<file path="config.mk">
export PLATFORM = sky130hd
export DESIGN_NAME = srg_ctrl
export DESIGN_NICKNAME = d
export VERILOG_FILES = /design/src/hdl/srg_pkg.sv /design/src/hdl/srg_ctrl.sv
export SDC_FILE = /design/constraint.sdc
export NUM_CORES = 1
export LEC_CHECK = 0
export BUFFER_PORTS_ARGS = -buffer_cell sky130_fd_sc_hd__buf_2
export CELL_PAD_IN_SITES_DETAIL_PLACEMENT = 1
export CELL_PAD_IN_SITES_GLOBAL_PLACEMENT = 1
export CORE_ASPECT_RATIO = 1.25
export CORE_MARGIN = 2
export CORE_UTILIZATION = 39
export DETAILED_ROUTE_END_ITERATION = 6
export GPL_ROUTABILITY_DRIVEN = 0
export GPL_TIMING_DRIVEN = 0
export PLACE_DENSITY = 0.73
export SLEW_MARGIN = 20
export SYNTH_ARGS = -nofsm -noshare
export SYNTH_HDL_FRONTEND = slang
export SYNTH_SLANG_ARGS = --single-unit
export TNS_END_PERCENT = 100
</file>
<file path="constraint.sdc">
create_clock -name clk -period 2 [get_ports clk]
set_input_delay 0.1 -clock clk [delete_from_list [all_inputs] [get_ports clk]]
set_output_delay 0.1 -clock clk [all_outputs]
set_load 0.1 [all_outputs]
</file>
<file path="src/hdl/srg_pkg.sv">
// ----------------------------------------------------------------------------
// srg_pkg: shared types and constants for the sensor range gate
// Field widths, force factors, sequencer states and controller commands.
// ----------------------------------------------------------------------------
package srg_pkg;

  localparam int unsigned SAMPLE_W  = 32;
  localparam int unsigned RMS_W     = 31;
  localparam int unsigned COUNT_W   = 21;
  localparam int unsigned SUM_W     = 64;
  localparam int unsigned CFG_IDX_W = 2;
  localparam int unsigned K_W       = 23;
  localparam int unsigned PROD_W    = SAMPLE_W + K_W;

  localparam logic [COUNT_W-1:0] MAX_SAMPLES = COUNT_W'(1048576);

  // signed q7.16 force factors
  localparam logic signed [K_W-1:0] K_HEAD = K_W'(2217562);
  localparam logic signed [K_W-1:0] K_ROD  = K_W'(1537335);

  localparam logic [CFG_IDX_W-1:0] CFG_MODE = CFG_IDX_W'(0);
  localparam logic [CFG_IDX_W-1:0] CFG_MIN  = CFG_IDX_W'(1);
  localparam logic [CFG_IDX_W-1:0] CFG_MAX  = CFG_IDX_W'(2);

  localparam int unsigned DIV_STEPS  = SUM_W;
  localparam int unsigned SQRT_STEPS = SUM_W / 2;
  localparam int unsigned ITER_W     = $clog2(DIV_STEPS);

  typedef enum logic [3:0] {
    ST_IDLE,
    ST_MULA,
    ST_MULB,
    ST_COND,
    ST_SQ,
    ST_ACC,
    ST_DIV,
    ST_SQRT,
    ST_EMIT
  } state_t;

  typedef enum logic [3:0] {
    CMD_NONE,
    CMD_LOAD,
    CMD_MULA,
    CMD_MULB,
    CMD_COND,
    CMD_SQ,
    CMD_ACC,
    CMD_DIV,
    CMD_SQRT,
    CMD_EMIT
  } cmd_t;

  typedef struct packed {
    cmd_t op;
  } dp_cmd_t;

  typedef struct packed {
    logic last;
  } dp_stat_t;

endpackage

</file>
<file path="src/hdl/srg_ctrl.sv">
// ----------------------------------------------------------------------------
// srg_ctrl: sequencer for the sensor range gate
// Steps one sample through multiply, gate, square, accumulate and, on the
// last sample of a run, the divide and root iterations; owns the beat flags.
// ----------------------------------------------------------------------------
module srg_ctrl import srg_pkg::*; (
  input  logic     clk,
  input  logic     rst_n,
  input  logic     in_valid,
  output logic     in_ready,
  output logic     out_valid,
  input  logic     out_ready,
  input  dp_stat_t stat,
  output dp_cmd_t  cmd
);

  localparam logic [ITER_W-1:0] DIV_LAST  = ITER_W'(DIV_STEPS - 1);
  localparam logic [ITER_W-1:0] SQRT_LAST = ITER_W'(SQRT_STEPS - 1);

  state_t            state_r, state_nxt;
  logic [ITER_W-1:0] iter_r, iter_nxt;
  logic              out_valid_r, out_valid_nxt;

  always_ff @(posedge clk) begin
    if (!rst_n) begin
      state_r     <= ST_IDLE;
      iter_r      <= '0;
      out_valid_r <= 1'b0;
    end else begin
      state_r     <= state_nxt;
      iter_r      <= iter_nxt;
      out_valid_r <= out_valid_nxt;
    end
  end

  always_comb begin
    state_nxt     = state_r;
    iter_nxt      = iter_r;
    out_valid_nxt = out_valid_r & ~out_ready;
    cmd.op        = CMD_NONE;
    in_ready      = 1'b0;
    case (state_r)
      ST_IDLE: begin
        in_ready = 1'b1;
        if (in_valid) begin
          cmd.op    = CMD_LOAD;
          state_nxt = ST_MULA;
        end
      end
      ST_MULA: begin
        cmd.op    = CMD_MULA;
        state_nxt = ST_MULB;
      end
      ST_MULB: begin
        cmd.op    = CMD_MULB;
        state_nxt = ST_COND;
      end
      ST_COND: begin
        cmd.op    = CMD_COND;
        state_nxt = ST_SQ;
      end
      ST_SQ: begin
        cmd.op    = CMD_SQ;
        state_nxt = ST_ACC;
      end
      ST_ACC: begin
        cmd.op    = CMD_ACC;
        iter_nxt  = '0;
        state_nxt = stat.last ? ST_DIV : ST_EMIT;
      end
      ST_DIV: begin
        cmd.op = CMD_DIV;
        if (iter_r == DIV_LAST) begin
          iter_nxt  = '0;
          state_nxt = ST_SQRT;
        end else begin
          iter_nxt = iter_r + ITER_W'(1);
        end
      end
      ST_SQRT: begin
        cmd.op = CMD_SQRT;
        if (iter_r == SQRT_LAST) begin
          iter_nxt  = '0;
          state_nxt = ST_EMIT;
        end else begin
          iter_nxt = iter_r + ITER_W'(1);
        end
      end
      ST_EMIT: begin
        if (!out_valid_r || out_ready) begin
          cmd.op        = CMD_EMIT;
          out_valid_nxt = 1'b1;
          state_nxt     = ST_IDLE;
        end
      end
      default: begin
        state_nxt = ST_IDLE;
      end
    endcase
  end

  assign out_valid = out_valid_r;

endmodule

</file>
### After elaboration in Yosys (flattened, before gate mapping)

Cells that the tools add are included.

* input port bits: 5
* register bits after elaboration: 11
* output and inout port bits: 6
* word-level logic and storage cells: 40

* eq/ne operators: 14
* mux-type cells: 15
* reduce and logical (&&, ||, !) cells: 5
* $add $sub $neg: 1
* bitwise logic cells: 2

Operators by type and width (number)
* 4-bit one-hot mux with 9 select lines: 2
* 4-bit two-way mux: 6
* 6-bit one-hot mux with 3 select lines: 1
* 4-bit by 3-bit equality test with 1-bit output, second input constant: 4
* 6-bit two-way mux: 2
* 4-bit by 2-bit equality test with 1-bit output, second input constant: 2
* 2-bit inequality test, second input constant: 4
* 6-bit by 1-bit adder with 6-bit output, second input constant: 1
* 6-bit by 5-bit equality test with 1-bit output, second input constant: 1
* 6-bit equality test, second input constant: 1
* 4-bit by 1-bit equality test with 1-bit output, second input constant: 1
* 4-bit equality test, second input constant: 1
* 4-bit logical NOT: 1
* 1-bit two-way mux: 4
* 4-bit AND reduction: 1
* 3-bit nonzero test: 1
* 1-bit bitwise AND: 1
* 1-bit logical NOT: 1
* 1-bit logical OR: 1
* 1-bit NOT: 1

### Longest topological paths before layout

Gate-level depths: netlist of run 1.

* word-level depth: 4
* depth in mapped cells: 5
* depth with buffers taken out: 5

### Least setup slack after synthesis of run 1

OpenSTA, ideal clock, no wires.

* path kind: flip-flop to flip-flop
* start point: register state_r[2]
* end point: register state_r[3]
* setup time: 0.116 ns
* data required time: 1.884 ns
* data arrival time: 3.953 ns
* buffers on the path: 1
* stages on the path, launching flop included: 6
* setup slack: -2.069 ns
* period minus slack after synthesis: 4.069 ns
* cells stage by stage: dfxtp_1 buf_2 nor4_1 nor2b_1 nor2_1 and3_1

* longest elaborated chain between the ends: 3
* elaborated cells on any way between the ends: 15
* classes of those cells: 12 x eq/ne; 1 x mux; 2 x reduce/logical

RTL lines
* start, declared: line srg_ctrl.sv:20 `state_t state_r, state_nxt;`
* start signal, assigned: line srg_ctrl.sv:30 `state_r <= state_nxt;`
* 4-bit equality test, or another cell as far along: line srg_ctrl.sv:42 `case (state_r)`
* 2-bit inequality test (no source line)
* 4-bit AND reduction (no source line)

Several ways; a longest one is shown, not always the timed one.
A chain may end at the register's enable or synchronous reset.

==> results of run 1 <==
## per-layer routing
layer | GRT usage (%) | share of wire [%]
met5 | 0 | 0
met4 | 10.00 | 3.1
met3 | 1.351 | 2.4
met2 | 31.77 | 51
met1 | 21.13 | 44
## area by class of cell
cell class              instances  area, µm²
inverters                       3      11.26
multi-input cells              60      431.7
plain buffers                   5      30.03
fillers                       203      787.0
flip-flops and latches         11      220.2
well taps                      18      22.52
repair buffers                 10      52.55
clock buffers                   4      26.28
## cells by family after synthesis
family | after synthesis
multiplexers | 1
flip-flops | 11
adder cells (fa/ha/maj) | 1
AO/OA/AOI/OAI | 21
buffers and inverters | 8
XOR/XNOR | 2
AND/OR/NAND/NOR | 35
## critical path, delay by kind of cell, from the launching register on
| family | cells | cell delay [ns] |
|---|---|---|
| DFF | 1 | 0.30 |
| buffers and inverters | 2 | 0.55 |
| AOI/OAI and AO/OA | 1 | 0.13 |
| and+or+nand+nor | 2 | 0.45 |
## state kept, by name, indices dropped and copies added, names as in the netlist
register   count
iter_r         6
state_r        4
out_valid      1
## power breakdown
| part | total, mW | leakage, nW | internal (mW) | switching [mW] |
|---|---|---|---|---|
| Combinational | 0.257 | 0.243 | 0.0657 | 0.191 |
| Sequential | 0.229 | 0.0891 | 0.227 | 0.00240 |
| Clock | 0.153 | 0.0150 | 0.0774 | 0.0758 |
| Total | 0.639 | 0.347 | 0.370 | 0.269 |
## final timing paths
check	endpoint	startpoint	cells after the start	slack, ns
max	cmd[2]	state_r[1]	5	0.19
min	iter_r[2]	rst_n	2	0.11
max reg2reg	state_r[0]	iter_r[0]	5	0.28
min reg2reg	iter_r[2]	iter_r[2]	2	0.51
## through the flow
stage	worst slack [ns]	power (mW)	instances
floorplan	-0.09887	0.4550	79
global placement	0.3484	0.4878	107
detailed placement	0.2959	0.4920	107
CTS	0.08135	0.6487	111
global route	0.07749	0.6792	111
finish	0.1916	0.6391	111
## synth_stat cells (2+ instances only)
library cell,number
inv_1,3
o21ai_0,3
nor2_1,6
dfxtp_1,11
a21boi_0,3
buf_2,3
a21oi_1,4
nand4b_1,2
nand3_1,2
nor2b_1,5
or3b_2,2
nand2b_1,2
nor3_1,2
o21a_1,2
nand2_1,5
and3_1,4
a22oi_1,2
## repair_timing
item,in CTS,in global routing
endpoints found under the setup margin,0,1
hold buffers,0,0
resized for setup,0,1
==> reports/summary.txt, run 1 <==
power density cells = 804.4 mW/mm²
RSZ-0062 raised after global routing = false
Slew HR = 67.91%
postcts setup bufs = 0
total grt overflow = 0
DR vias = 614
status = complete, no violations
die area = 0.002045 mm²
setup tns final = 0 ns
Yosys top cell by area = dfxtp_1
Max stage delay cell, worst path = clkbuf_4
asr flop ratio synth = 0%
Post-Synth Simple-Gate Area = 30.25%
main combinational cell family by area after synthesis = simple AND/OR/NAND/NOR gates
Setup CP Type = reg2out
total CTS buffers = 3
maximum VDD drop = 530.7 µV
post-route cell area = 794.5 µm²
Yosys warnings = 0
MaxCap Viol Count = 0
I/O pins = 11
clock transition at the registers of the reported paths = 0.07 ns
Die X = 40.85 µm
EDFF count, synth = 0
post-synthesis adder-cell area fraction = 1.890%
XOR/XNOR Fraction of Synth Area = 3.781%
worst-path maximum fanout = 10
drt drc = 0
CTS tree = built
post-route ant nets = 0
most frequent cells in the layout = buf_2, dfxtp_1, nand2_1, nor2_1, nor2b_1
Largest stage delay, worst path = 0.33 ns
Die H = 50.06 µm
share of layout cells above drive strength 1 = 29.03%
Avg Synthesized Cell Area = 8.378 µm²
mux contribution to synthesized area = 1.512%
crit path launch type = register
row count = 16
clock latency on the worst-skew pair = 0.27 ns
Core Area = 0.001582 mm²
Synth top area share = 33.27%
crit-path cells = buf_2, nand2_1, or2_2, a21oi_2, clkbuf_4
Area after DPL = 765.7 µm²
Synth Area in Compound Gates = 23.06%
post-synthesis net count = 85
synth-to-layout area growth = 20.04%
CTS max path bufs = 2
Post-DP HPWL = 1.155 mm
number of port buffers = 10
flops & latches, synth = 11
commonest non-fill, non-tap cell in the layout = buf_2
vias in the first global route = 641
Distinct cells, synth = 35
H-tree Lvls = 1
average vias per placed instance = 5.532
Leakage = 0.3473 nW
CTS root buffer = clkbuf_4
Main synth FF type = dfxtp_1
largest net degree at the start of global routing = 11
drt first pass iters = 4
Initial Util = 41.85%
Final period util = 90.42%
Final min period = 1.808 ns
initial antenna violation count = 0
Total Routing Usage GR = 18.65%
Total Routed Length = 1.519 mm
instance count of the mapped netlist = 79
final core occ = 50.24%
sequential area share after synthesis = 33.27%
worst slew pin tran = 0.4846 ns
synthesized area = 661.9 µm²
WHS = 0.1067 ns
Setup crit end kind = output port
Iter 0 DRT Violations = 2
setup violators final = 0
Pins Over Slew Limit = 0
Worst Path Arrival = 1.71 ns
Antenna Cells = 0
fmax = 0.5530 GHz
hold crit path type = in2reg
Area contributors post-synth = dfxtp_1, nor2b_1, and3_1
global-route wire length before repair = 2.656 mm
WL/cell = 13.68 µm
CP Data Required Time = 1.90 ns
clk_skew = 0.001238 ns
final hold vios = 0
Final nets = 100
CTS sink cnt = 11
(Power assumes the default switching activity.)
==> inputs of run 2 (changes only) <==
--- a/config.mk
+++ b/config.mk
@@ -13,7 +13,6 @@
 export CORE_UTILIZATION = 39
 export DETAILED_ROUTE_END_ITERATION = 6
 export GPL_ROUTABILITY_DRIVEN = 0
-export GPL_TIMING_DRIVEN = 0
 export PLACE_DENSITY = 0.73
 export SLEW_MARGIN = 20
 export SYNTH_ARGS = -nofsm -noshare
==> run 2 against run 1 <==
  * Design area decreased by 1.3%
  * Global-route usage decreased by 1.4 points
  * Flip-flop and latch count unchanged
  * Via count decreased by 0.65%
  * Wire length increased by 1.6%
  * Power decreased by 0.33%
  * Clock power about the same
  * Combinational power decreased by 9.3%
  * Final cell count decreased by 3.6%
  * Critical endpoint unchanged
  * Worst hold slack improved by 0.048 ns
==> reports/summary.txt, run 2 (synthesized netlist as in run 1, its figures left out) <==
status = complete, no violations
crit-path leading delay family = flip-flops
maximum VDD drop = 454.5 µV
most frequent cells in the layout = dfxtp_1, buf_2, nand2_1, nor2_1, nor2b_1
CTS root buffer = clkbuf_4
post-route ant nets = 0
post-CTS sizing = 0
CTS max path bufs = 2
power density cells = 811.9 mW/mm²
setup violators final = 0
WL/cell = 14.42 µm
Reg2Reg Launch Point = iter_r[0]
Largest register FFs = 6
Reg with most FFs = iter_r
Post-CTS Hold Buffers = 0
CP Data Required Time = 1.90 ns
Crit. Startpoint = state_r[0]
fin worst setup slack = 0.1424 ns
clock transition at the registers of the reported paths = 0.07 ns
setup tns final = 0 ns
total CTS buffers = 3
drt drc = 0
number of port buffers = 10
pre-CTS setup slack = 0.3528 ns
MaxCap Viol Count = 0
commonest non-fill, non-tap cell in the layout = dfxtp_1
Total Routing Usage GR = 17.25%
H-tree Lvls = 1
Pins Over Slew Limit = 0
Worst Path Arrival = 1.76 ns
Antenna Cells = 0
Slew HR = 67.83%
worst slew pin tran = 0.4859 ns
Final nets = 96
synth-to-layout area growth = 18.53%
initial antenna violation count = 0
CTS tree = built
Total Routed Length = 1.543 mm
Die X = 40.85 µm
die area = 0.002045 mm²
DR vias = 610
postcts setup bufs = 0
largest net degree at the start of global routing = 14
average vias per placed instance = 5.701
fmax = 0.5383 GHz
Iter 0 DRT Violations = 8
Initial Util = 41.85%
Leakage = 0.3328 nW
row count = 16
CTS sink cnt = 11
crit path launch type = register
WP buf/inv = 1
final core occ = 49.60%
Post-DP HPWL = 1.152 mm
total grt overflow = 0
crit-path cells = nand2_1, or2_2, a21oi_2, buf_12
Final period util = 92.88%
RSZ-0062 raised after global routing = false
hold crit path type = in2reg
final hold vios = 0
clk_skew = 0.001266 ns
drt first pass iters = 4
WHS = 0.1546 ns
Hold Startpoint = rst_n
Setup CP Type = reg2out
Final min period = 1.858 ns
Core Area = 0.001582 mm²
vias in the first global route = 561
share of layout cells above drive strength 1 = 26.97%
worst-path maximum fanout = 10
clock latency on the worst-skew pair = 0.27 ns
global-route wire length before repair = 2.373 mm
Largest stage delay, worst path = 0.58 ns
I/O pins = 11
Setup crit end kind = output port
Die H = 50.06 µm
Max stage delay cell, worst path = dfxtp_1
==> run 2: layer usage <==
metal,part of all wire [%],track usage (%)
met2,54,27.86
met5,0,0
met4,2.2,8.333
met3,3.1,4.054
met1,41,19.89
==> run 2: cell type report <==
cell class,count,area [µm²]
clock buffers,4,26.28
fillers,209,797.0
inverters,3,11.26
multi-input cells,60,431.7
flip-flops and latches,11,220.2
well taps,18,22.52
repair buffers,11,72.57
==> run 2: path summary, 6_finish.rpt <==
path                 to  slack, ns  cells past startpoint
max reg2reg  state_r[0]       0.34                      5
max              cmd[2]       0.14                      4
min reg2reg   iter_r[2]       0.51                      2
min          state_r[2]       0.15                      2
==> run 2: through the flow <==
stage	instance area [µm²]	std cells	total power, mW
CTS	784.5	107	0.6428
global placement	758.2	103	0.4866
finish	784.5	107	0.6370
global route	784.5	107	0.6711
floorplan	693.2	79	0.4550
detailed placement	758.2	103	0.4900
==> run 2: where the power goes <==
| part | switching, mW | total, mW | internal [mW] |
|---|---|---|---|
| clock | 0.0764 | 0.154 | 0.0773 |
| combinational | 0.169 | 0.233 | 0.0634 |
| sequential | 0.0238 | 0.250 | 0.227 |
==> inputs of run 3 (changes only) <==
--- a/config.mk
+++ b/config.mk
@@ -5,15 +5,15 @@
 export SDC_FILE = /design/constraint.sdc
 export NUM_CORES = 1
 export LEC_CHECK = 0
-export BUFFER_PORTS_ARGS = -buffer_cell sky130_fd_sc_hd__buf_2
 export CELL_PAD_IN_SITES_DETAIL_PLACEMENT = 1
 export CELL_PAD_IN_SITES_GLOBAL_PLACEMENT = 1
-export CORE_ASPECT_RATIO = 1.25
 export CORE_MARGIN = 2
-export CORE_UTILIZATION = 39
+export CORE_UTILIZATION = 43
 export DETAILED_ROUTE_END_ITERATION = 6
+export DONT_BUFFER_PORTS = 1
 export GPL_ROUTABILITY_DRIVEN = 0
-export PLACE_DENSITY = 0.73
+export PLACE_DENSITY = 0.71
+export SETUP_SLACK_MARGIN = 0.15
 export SLEW_MARGIN = 20
 export SYNTH_ARGS = -nofsm -noshare
 export SYNTH_HDL_FRONTEND = slang
==> run 3 against run 2 <==
  * Sequential power hardly changed
  * Power is 1.1% higher
  * Sequential share of layout area hardly changed
  * First-iteration DRC count unchanged
  * Global-route usage up 2.9 points
  * Design area increased by 1.3%
  * Clock-buffer cell count stayed put
  * Maximum frequency up 6.5%
  * Non-clock buffer count shrank 3
  * Highest routed layer is now met3
==> reports/summary.txt, run 3 (synthesized netlist as in run 1, its figures left out) <==
status = complete, no violations
placed cells = 97
synth-to-layout area growth = 20.04%
setup violators final = 0
WHS = 0.02268 ns
Hold Path Stages = 2
clock transition at the registers of the reported paths = 0.07 ns
setup tns final = 0 ns
drt drc = 0
most frequent cells in the layout = dfxtp_1, buf_4, nand2_1, nor2_1, nor2b_1
Die X = 43.24 µm
Overall Power = 0.6440 mW
row count = 14
worst reg-to-reg path cell count = 5
post-route ant nets = 0
CTS root buffer = clkbuf_4
CTS tree = built
vias in the first global route = 606
CP Data Required Time = 1.90 ns
Die H = 43.24 µm
total CTS buffers = 3
Slew HR = 72.87%
hold crit path type = in2reg
clock latency on the worst-skew pair = 0.27 ns
Pins Over Slew Limit = 0
final hold vios = 0
total grt overflow = 0
Post-DP HPWL = 1.130 mm
global-route wire length before repair = 2.739 mm
Final min period = 1.744 ns
worst-path maximum fanout = 10
Leakage = 0.3225 nW
I/O pins = 11
DR vias = 590
area of the multi-input gates = 439.2 µm²
Largest register FFs = 6
largest net degree at the start of global routing = 12
Total Routed Length = 1.511 mm
Reg2Reg Launch Point = iter_r[0]
number of port buffers = 0
WL/cell = 14.81 µm
register area = 222.7 µm²
postcts setup bufs = 0
RSZ-0062 raised after global routing = false
Final nets = 93
maximum VDD drop = 406.5 µV
average vias per placed instance = 5.784
Reg with most FFs = iter_r
Core Area = 0.001471 mm²
clk_skew = 0.0003273 ns
CTS max path bufs = 2
Setup crit end kind = output port
drt first pass iters = 4
Worst Path Arrival = 1.64 ns
Final period util = 87.18%
Hold Startpoint = rst_n
Iter 0 DRT Violations = 8
initial antenna violation count = 0
commonest non-fill, non-tap cell in the layout = dfxtp_1
Initial Util = 44.98%
R2R setup slack = 0.31 ns
MaxCap Viol Count = 0
Post-Layout Cell Count = 102
fmax = 0.5735 GHz
Total Routing Usage GR = 20.19%
worst r2r dst = state_r[0]
share of layout cells above drive strength 1 = 25.58%
power density cells = 810.5 mW/mm²
worst slew pin tran = 0.4062 ns
CTS sink cnt = 11
WHS Endpoint = iter_r[5]
die area = 0.001869 mm²
H-tree Lvls = 1
Fill cells = 184
crit path launch type = register
Antenna Cells = 0
Area after DPL = 755.7 µm²
post-route cell area = 794.5 µm²
Setup CP Type = reg2out
## run 3: worst max-delay path, cell delays in order (launching register included)
cell     delay (ns)
dfxtp_2        0.48
nand2_1        0.17
or2_2          0.33
a21oi_2        0.20
buf_12         0.19
## run 3: routing by layer
metal | part of all wire (%) | global-route usage [%] | vias up
met2 | 47 | 32.84 | 12
met5 | 0 | 0 | -
met1 | 48 | 24.74 | 286
li1 | - | - | 292
met3 | 4.7 | 7.660 | 0
met4 | 0 | 5.455 | 0
## run 3: per-stage QoR
step / util [%] / setup slack, ns
floorplan: - / -0.09228
global placement: 51.36 / 0.3525
detailed placement: 51.36 / 0.3143
CTS: 54.00 / 0.2238
global route: 54.00 / 0.1597
finish: 54.00 / 0.2565
## run 3: cell type report
cell class / instances / share of cell area, %
timing repair buffer: 8 / 9.449
inverter: 3 / 1.417
sequential: 11 / 28.03
multi-input combinational: 60 / 55.28
tap: 16 / 2.520
clock buffer: 4 / 3.307
## run 3: how the worst max path moves through the flow
stage,start,endpoint,slack (ns)
2_1_floorplan,state_r[0],state_r[3],-0.09
3_3_place_gp,state_r[0],state_r[0],0.35
3_5_place_dp,state_r[0],state_r[0],0.31
4_1_cts,state_r[0],cmd[2],0.22
5_1_grt,state_r[0],cmd[2],0.16
6_report,state_r[0],cmd[2],0.26
## run 3: where the power goes
| part | internal [mW] | total, mW | switching [mW] | leakage [nW] |
|---|---|---|---|---|
| clock network | 0.0773 | 0.152 | 0.0744 | 0.0150 |
| registers | 0.228 | 0.253 | 0.0251 | 0.0897 |
| logic | 0.0704 | 0.239 | 0.169 | 0.218 |
## run 3: repair_timing
action / in CTS / in global routing
hold buffers: 1 / 0
hold endpoints to repair: 11 / 0
setup endpoints to repair: 1 / 0
resized for setup: 2 / 0
